--- config.mk ---
export PLATFORM = sky130hd
export DESIGN_NAME = serial_hex_command_parser
export DESIGN_NICKNAME = d
export VERILOG_FILES = /design/src/hw/rtl/shcp_pkg.sv /design/src/hw/rtl/shcp_line_parse.sv /design/src/hw/rtl/serial_hex_command_parser.sv
export SDC_FILE = /design/constraint.sdc
export NUM_CORES = 1
export LEC_CHECK = 0
export ABC_AREA = 1
export BUFFER_PORTS_ARGS = -buffer_cell sky130_fd_sc_hd__buf_2
export CORE_ASPECT_RATIO = 1.5
export CORE_UTILIZATION = 30
export DETAILED_ROUTE_END_ITERATION = 8
export PLACE_DENSITY = 0.52
export SLEW_MARGIN = 20
export SYNTH_ARGS = -nofsm -noshare
export SYNTH_HDL_FRONTEND = slang
export SYNTH_SLANG_ARGS = --single-unit
--- constraint.sdc ---
create_clock -name clock -period 2.9 [get_ports clock]
set_input_delay 0.725 -clock clock [delete_from_list [all_inputs] [get_ports clock]]
set_output_delay 0.725 -clock clock [all_outputs]
set_load 0.01 [all_outputs]
--- src/hw/rtl/shcp_pkg.sv ---
// Shared types, character constants and decode functions for the serial hex command parser.
`timescale 1ns / 1ps

package shcp_pkg;

   localparam logic [7:0] CH_EVENT = 8'h21;
   localparam logic [7:0] CH_EQUAL = 8'h3D;
   localparam logic [7:0] CH_COLON = 8'h3A;
   localparam logic [7:0] CH_CR    = 8'h0D;
   localparam logic [7:0] CH_LF    = 8'h0A;
   localparam logic [7:0] CASE_BIT = 8'h20;

   localparam int PAYLOAD_W = 16;
   localparam int RSP_DATA_W = 32;

   typedef enum logic [1:0] {
      PH_IDENT,
      PH_SEP,
      PH_DIGIT,
      PH_TERM
   } phase_type;

   typedef struct packed {
      logic                 hit;
      logic                 is_event;
      logic [7:0]           ident;
      logic                 sep_colon;
      logic [PAYLOAD_W-1:0] payload;
   } parse_result_type;

   typedef struct packed {
      logic       ok;
      logic [3:0] value;
   } hex_digit_type;

   function automatic logic is_ident_char(input logic [7:0] c);
      logic ok;
      ok = (c inside {[8'h41:8'h5A], [8'h61:8'h7A]}) || (c == CH_EVENT);
      return ok;
   endfunction

   function automatic hex_digit_type hex_decode(input logic [7:0] c);
      hex_digit_type d;
      logic [7:0]    up;
      d  = '0;
      up = c & ~CASE_BIT;
      if (c inside {[8'h30:8'h39]}) begin
         d.ok    = 1'b1;
         d.value = c[3:0];
      end else if (up inside {[8'h41:8'h46]}) begin
         d.ok    = 1'b1;
         d.value = 4'(up[3:0] + 4'd9);
      end
      return d;
   endfunction

endpackage

--- src/hw/rtl/shcp_line_parse.sv ---
// Line recognizer: phase state, digit count, held identifier/separator and hex accumulator.
`timescale 1ns / 1ps

module shcp_line_parse import shcp_pkg::*; #(
   parameter int HEX_DIGITS = 4
) (
   input  logic             clock,
   input  logic             reset,
   input  logic [7:0]       char_in,
   input  logic             step,
   output parse_result_type result
);

   localparam int CNT_W = (HEX_DIGITS > 1) ? $clog2(HEX_DIGITS) : 1;
   localparam logic [CNT_W-1:0] LAST_DIGIT = CNT_W'(HEX_DIGITS - 1);

   phase_type            phase_ff, phase_in;
   logic [CNT_W-1:0]     count_ff, count_in;
   logic [7:0]           ident_ff, ident_in;
   logic                 sep_ff, sep_in;
   logic [PAYLOAD_W-1:0] accum_ff, accum_in;
   hex_digit_type        digit;

   assign digit = hex_decode(char_in);

   // next state
   always_comb begin
      phase_in = phase_ff;
      count_in = count_ff;
      ident_in = ident_ff;
      sep_in   = sep_ff;
      accum_in = accum_ff;
      if (step) begin
         case (phase_ff)
            PH_IDENT: begin
               if (is_ident_char(char_in)) begin
                  phase_in = PH_SEP;
                  ident_in = char_in;
                  accum_in = '0;
                  count_in = '0;
               end
            end
            PH_SEP: begin
               if (char_in == CH_EQUAL || char_in == CH_COLON) begin
                  phase_in = PH_DIGIT;
                  sep_in   = (char_in == CH_COLON);
               end else begin
                  phase_in = PH_IDENT;
               end
            end
            PH_DIGIT: begin
               if (digit.ok) begin
                  accum_in = {accum_ff[PAYLOAD_W-5:0], digit.value};
                  if (count_ff == LAST_DIGIT) begin
                     phase_in = PH_TERM;
                  end else begin
                     count_in = count_ff + 1'b1;
                  end
               end else begin
                  phase_in = PH_IDENT;
               end
            end
            PH_TERM: begin
               phase_in = PH_IDENT;
            end
            default: begin
               phase_in = PH_IDENT;
            end
         endcase
      end
   end

   // outputs
   always_comb begin
      result.hit       = (phase_ff == PH_TERM) && (char_in == CH_CR || char_in == CH_LF);
      result.is_event  = (ident_ff == CH_EVENT);
      result.ident     = ident_ff;
      result.sep_colon = sep_ff;
      result.payload   = accum_ff;
   end

   always_ff @(posedge clock) begin
      if (reset) begin
         phase_ff <= PH_IDENT;
         count_ff <= '0;
         ident_ff <= '0;
         sep_ff   <= 1'b0;
         accum_ff <= '0;
      end else begin
         phase_ff <= phase_in;
         count_ff <= count_in;
         ident_ff <= ident_in;
         sep_ff   <= sep_in;
         accum_ff <= accum_in;
      end
   end

endmodule

--- src/hw/rtl/serial_hex_command_parser.sv ---
// Top level of the serial hex command parser: input register, line recognizer, result register.
// Usage:
//   req_* carries one received serial byte per transaction (req_tdata).
//   rsp_* carries one transaction per well-formed line: identifier (letter or '!'),
//   separator ('=' or ':'), HEX_DIGITS hex digits, then CR or LF.
//   rsp_tuser is 1 for an event-flag command ('!'), 0 for a message.
//   Bytes that break the line format drop it silently; no transaction results.
// Ordering: the terminator byte is first taken into the input register, then decoded
//   out of it and loaded into the result register, which drives rsp_tvalid; a full
//   result register holds the load until it is drained.
// Throughput: one byte per cycle while a completed line finds room in the result
//   register; the decode between the input register and the result register is combinational.
// Stall: while a result waits on rsp_tready, the input register still takes one
//   byte, and bytes that give no result keep flowing through the recognizer; only a
//   second completed line holds until the result register frees.
// Reset: synchronous, active high; both channels go empty and the recognizer
//   waits for an identifier.
`timescale 1ns / 1ps

module serial_hex_command_parser import shcp_pkg::*; #(
   parameter int HEX_DIGITS = 4
) (
   input  logic                  clock,
   input  logic                  reset,
   input  logic                  req_tvalid,
   output logic                  req_tready,
   input  logic [7:0]            req_tdata,   // [7:0] rx_byte
   output logic                  rsp_tvalid,
   input  logic                  rsp_tready,
   output logic [RSP_DATA_W-1:0] rsp_tdata,   // [7:0] ident, [8] sep_colon, [24:9] payload, rest 0
   output logic                  rsp_tuser    // [0] is_event
);

   logic             in_valid_ff, in_valid_in;
   logic [7:0]       in_byte_ff, in_byte_in;
   logic             out_valid_ff, out_valid_in;
   parse_result_type out_ff, out_in;
   parse_result_type result;
   logic             out_free;
   logic             step;
   logic             req_take;

   // result register can take a new line when empty or being drained
   assign out_free = !out_valid_ff || rsp_tready;
   // held byte moves into the recognizer unless it completes a line with no room
   assign step     = in_valid_ff && (!result.hit || out_free);
   assign req_tready = !in_valid_ff || step;
   assign req_take   = req_tvalid && req_tready;

   shcp_line_parse #(
      .HEX_DIGITS(HEX_DIGITS)
   ) u_parse (
      .clock  (clock),
      .reset  (reset),
      .char_in(in_byte_ff),
      .step   (step),
      .result (result)
   );

   always_comb begin
      in_valid_in = in_valid_ff;
      in_byte_in  = in_byte_ff;
      if (req_take) begin
         in_valid_in = 1'b1;
         in_byte_in  = req_tdata;
      end else if (step) begin
         in_valid_in = 1'b0;
      end
   end

   always_comb begin
      out_valid_in = out_valid_ff;
      out_in       = out_ff;
      if (step && result.hit) begin
         out_valid_in = 1'b1;
         out_in       = result;
      end else if (rsp_tready) begin
         out_valid_in = 1'b0;
      end
   end

   always_ff @(posedge clock) begin
      if (reset) begin
         in_valid_ff  <= 1'b0;
         out_valid_ff <= 1'b0;
      end else begin
         in_valid_ff  <= in_valid_in;
         out_valid_ff <= out_valid_in;
      end
   end

   always_ff @(posedge clock) begin
      in_byte_ff <= in_byte_in;
      out_ff     <= out_in;
   end

   assign rsp_tvalid = out_valid_ff;
   assign rsp_tuser  = out_ff.is_event;
   assign rsp_tdata  = {7'd0, out_ff.payload, out_ff.sep_colon, out_ff.ident};

endmodule
==> results.md <==
- At the worst endpoint, the arrival time is 1.96 ns.
- The number of inserted diodes is 0.
- The die is 82.06 µm wide.
- The flip-flop and latch count after synthesis is 65.
- For this design the static power due to leakage is ~1.5 nW.
- Once the clock tree was built, the setup fixing pass inserted 0 buffers.
- The average footprint of a synthesized cell is about 9.1 µm².
- Counting the buffers created by CTS gives 9.
- For the worst-skew pair, the clock arrives at the later sink with an insertion delay of around 0.33 ns.
- The starting density of the core is 0.3099.
- The start of the worst register-to-register path is in_byte_ff[1].
- For met2 alone, demand over resource in global routing was 0.2056.
- The iteration-0 DRC count of the detailed router is 110.
- Adding up every negative setup slack in the final design gives 0 ns.
- The via-per-instance ratio is 4.530.
- Measured on the finished design, the core utilization comes to 0.3659.
- Along the worst path, the maximum fanout reaches 7.
- The clock tree root driver cell is sky130_fd_sc_hd__clkbuf_16.
- After detailed placement, the design holds a cell count of 456.
- Timing would allow up to approximately 0.37 GHz.
- For this run, design rule violations remaining after detail routing come to 0.
- The final routed wire length divided by cell count is approximately 12 µm.
- Measured along the y axis, the die boundary spans between 100 and 150 µm.
- The met1 track utilization from global routing is 0.1292.
- The HPWL after detailed placement is 3.882 mm.
- The number of hold buffers added after CTS is 0.
- The clock passes through at most 2 buffers.
- Port buffering added 39 buffers.
- The clock tree from TritonCTS is built.
- Tracing the worst setup path back leads to its startpoint at in_byte_ff[1].
- Max-cap violations in this run came to 0.
- Entering global routing, the biggest net connects 37 pins.
- The all-layer global routing usage is 0.1208.
- The number of ports placed on the die boundary is 47.
- The final count of negative-setup-slack endpoints is 0.
- The total overflow reported by the global router is 0.
- The count of cells resized by post-cts repair is 0.
- The type of element launching the critical path is a flop.
- For this run, the detailed router's first-pass iteration total came to 4.
- The number of global-route vias before repair is 2008.
- met2 is the most crowded layer.
- The post-route antenna net violation count is 0.
- By area the synthesized netlist is led by sky130_fd_sc_hd__edfxtp_1, sky130_fd_sc_hd__dfxtp_1, sky130_fd_sc_hd__nand2_1, sky130_fd_sc_hd__nor2_1, sky130_fd_sc_hd__nand3_1.
- The number of antenna violations at the first check in global routing is 0.
- The worst register-to-register path has a depth of 9.
- The share of the synthesized area in the top cell type is 0.3540.
- The total vias in the final route is 2138.
- The post-route clock period utilization is 0.9266.
- The global-route wire length before repair is 8.928 mm.
- Setup slack on the worst reg-to-reg path comes out at around 0.63 ns.
- The biggest area contributor in the post-synthesis netlist is sky130_fd_sc_hd__edfxtp_1.
- The final clock skew is approximately 0.0064 ns.
- After filler insertion, the fill cell instance count of the layout stands at 956.
- Summing internal, switching and leakage power gives 2.261 mW.
- The placer's final routability congestion estimate is 0.9304.
- The final count of hold timing violations came to 0.
- The most critical setup path has its endpoint at req_tready.
- After synthesis, the netlist uses 30 different library cells.
- The critical path data required time is 2.17 ns.
- VDD sags by at most 0.3581 mV.
- The number of cells in the finished layout apart from fillers is 472.
- In the global route stage, met3 resource usage came out at 0.04045.
- The total area of sequential cells is 1642 µm².
- The area enclosed by the die boundary is 10020 µm².
- After detailed routing, the total wire length is 5.457 mm.
- The flow ran to the end, and the final reports show no timing, DRC or antenna violations.
- The area growth from synthesis to final layout is 18.09%.
- The total count of max-transition violations in the final report is 0.
- The areal power density over the cells is 664.0 nW/µm².
- Once routing completed, OpenROAD measured the worst setup slack at 0.2130 ns.
- The net count of the finished layout is 372.
- After clock tree synthesis, the clock-pin slew on the worst setup and hold paths is 0.05 ns.
- During synthesis, Yosys emitted a total of 0 warnings.
- Counting I/O delays and the setup requirement, the final critical path takes 2.687 ns.
- The critical path is of the reg -> out type.
- The proportion of layout cells with a drive suffix above 1 is 0.2056.
- Prior to clock tree synthesis, the placed netlist has a worst setup slack of approximately 0.55 ns.
- The floorplan step defined a core boundary enclosing slightly above 9000 µm².
- The post-synthesis instance total is 316.
- The combined area of the multi-input logic cells is 998.5 µm².
- The clock net sink count is 65.
- The type of the tightest min-delay check is reg -> reg.
- The portion of the post-synthesis area used by sequential elements is 0.5692.
- Setup repair after global routing left no endpoint under its margin.
- The number of placement rows is 43.
- The H-tree level count is 3.
- STA classifies the critical path endpoint as an output port.
- The worst register-to-register path ends at rsp_tdata[11].
- The post-synthesis instance area is 2884 µm².
-- cell usage after synthesis --
cell	number
sky130_fd_sc_hd__nand2_1	71
sky130_fd_sc_hd__nor2_1	49
sky130_fd_sc_hd__edfxtp_1	34
sky130_fd_sc_hd__nand3_1	32
sky130_fd_sc_hd__dfxtp_1	31
sky130_fd_sc_hd__a21oi_1	22
sky130_fd_sc_hd__inv_1	20
sky130_fd_sc_hd__buf_6	9
sky130_fd_sc_hd__buf_4	7
sky130_fd_sc_hd__nand4_1	7
sky130_fd_sc_hd__ha_1	5
sky130_fd_sc_hd__nand2_2	4
sky130_fd_sc_hd__clkbuf_1	3
sky130_fd_sc_hd__inv_2	3
sky130_fd_sc_hd__nand3_2	2
sky130_fd_sc_hd__o21ai_0	2
sky130_fd_sc_hd__or2_2	2
sky130_fd_sc_hd__a21oi_2	1
sky130_fd_sc_hd__buf_2	1
sky130_fd_sc_hd__clkinv_1	1
sky130_fd_sc_hd__conb_1	1
sky130_fd_sc_hd__inv_4	1
sky130_fd_sc_hd__nand2_4	1
sky130_fd_sc_hd__nand3b_1	1
sky130_fd_sc_hd__nand4_2	1
sky130_fd_sc_hd__nor2_2	1
sky130_fd_sc_hd__nor2_4	1
sky130_fd_sc_hd__nor3_1	1
sky130_fd_sc_hd__nor4_1	1
sky130_fd_sc_hd__xor2_1	1
-- critical path, stage by stage (launching register included) --
cell and delay, ns:
sky130_fd_sc_hd__edfxtp_1 0.49, sky130_fd_sc_hd__inv_1 0.13, sky130_fd_sc_hd__ha_1 0.21, sky130_fd_sc_hd__nand3_1 0.09, sky130_fd_sc_hd__nand2_1 0.10, sky130_fd_sc_hd__inv_1 0.06
sky130_fd_sc_hd__nor3_1 0.21, sky130_fd_sc_hd__nand3_1 0.17, sky130_fd_sc_hd__buf_2 0.18
-- logic make-up after synthesis --
| group | after synthesis | share of synthesized area |
|---|---|---|
| compound gates | 25 | 0.04469 |
| other cells | 1 | 0.001300 |
| flops | 65 | 0.5692 |
| simple gates | 174 | 0.2677 |
| xor+xnor | 1 | 0.003037 |
| fa+ha+maj | 5 | 0.02169 |
| buf+inv | 45 | 0.09241 |
-- per-layer routing --
metal	share of wire	vias to the layer above	routed length (µm)
li1	-	1107	-
met1	0.42	969	2296
met2	0.52	51	2857
met3	0.031	11	168
met4	0.025	0	134
met5	0	-	0
-- where the power goes --
part	leakage [nW]	switching [mW]	total, mW	internal (mW)
Clock	0.145	0.377	1.06	0.686
Sequential	0.598	0.0301	1.03	0.998
Combinational	0.727	0.117	0.170	0.0529
Total	1.47	0.524	2.26	1.74
-- cell usage in the layout (no fill, tap or decap) --
cell type / instances
sky130_fd_sc_hd__nand4_1: 7
sky130_fd_sc_hd__inv_2: 3
sky130_fd_sc_hd__buf_12: 1
sky130_fd_sc_hd__ha_1: 5
sky130_fd_sc_hd__dfxtp_1: 31
sky130_fd_sc_hd__or2_2: 2
sky130_fd_sc_hd__clkbuf_8: 1
sky130_fd_sc_hd__nor3_1: 1
sky130_fd_sc_hd__nand3_1: 32
sky130_fd_sc_hd__xor2_1: 1
sky130_fd_sc_hd__clkbuf_16: 9
sky130_fd_sc_hd__inv_4: 1
sky130_fd_sc_hd__nand2_2: 4
sky130_fd_sc_hd__a21oi_1: 22
sky130_fd_sc_hd__clkinvlp_4: 1
sky130_fd_sc_hd__nor4_1: 1
sky130_fd_sc_hd__bufinv_16: 1
sky130_fd_sc_hd__nand3_2: 2
sky130_fd_sc_hd__buf_2: 39
sky130_fd_sc_hd__nor2_4: 1
sky130_fd_sc_hd__clkinv_4: 1
sky130_fd_sc_hd__clkinv_2: 2
sky130_fd_sc_hd__clkbuf_1: 1
sky130_fd_sc_hd__nor2_2: 1
sky130_fd_sc_hd__clkinv_1: 1
sky130_fd_sc_hd__conb_1: 7
sky130_fd_sc_hd__o21ai_0: 2
sky130_fd_sc_hd__edfxtp_1: 34
sky130_fd_sc_hd__nand2_4: 1
sky130_fd_sc_hd__nand2_1: 71
sky130_fd_sc_hd__nand4_2: 1
sky130_fd_sc_hd__nor2_1: 49
sky130_fd_sc_hd__inv_1: 20
sky130_fd_sc_hd__a21oi_2: 1
sky130_fd_sc_hd__nand3b_1: 1
sky130_fd_sc_hd__buf_4: 2
-- worst min-delay path by stage --
stage | startpoint | to | cells past startpoint
detailed placement | u_parse.ident_ff[3] | rsp_tdata[3] | 0
global placement | u_parse.accum_ff[12] | rsp_tdata[21] | 0
floorplan | u_parse.ident_ff[1] | rsp_tdata[1] | 0
global route | u_parse.accum_ff[13] | rsp_tdata[22] | 0
CTS | u_parse.ident_ff[3] | rsp_tdata[3] | 0
finish | u_parse.ident_ff[3] | rsp_tdata[3] | 0
-- sequential cells by signal, indices dropped and copies added (netlist names) --
register	count
rsp_tdata	25
in_byte_ff	8
u_parse.accum_ff	16
u_parse.phase_ff	2
rsp_tuser	1
in_valid_ff	1
u_parse.ident_ff	8
u_parse.count_ff	2
rsp_tvalid	1
u_parse.sep_ff	1
-- stage by stage --
stage               hold slack, ns  instance area (µm²)
global route                0.4365                 3406
global placement            0.4172                 3107
finish                      0.4288                 3406
detailed placement          0.4153                 3107
floorplan                   0.4082                 2907
CTS                         0.4269                 3406
-- layout make-up --
class,instances,share of cell area
tap,112,0.04115
clock buffer,11,0.07127
timing repair buffer,42,0.06760
clock inverter,5,0.01653
inverter,25,0.02829
multi-input combinational,212,0.2932
sequential,65,0.4820
(Power assumes the default switching activity.)
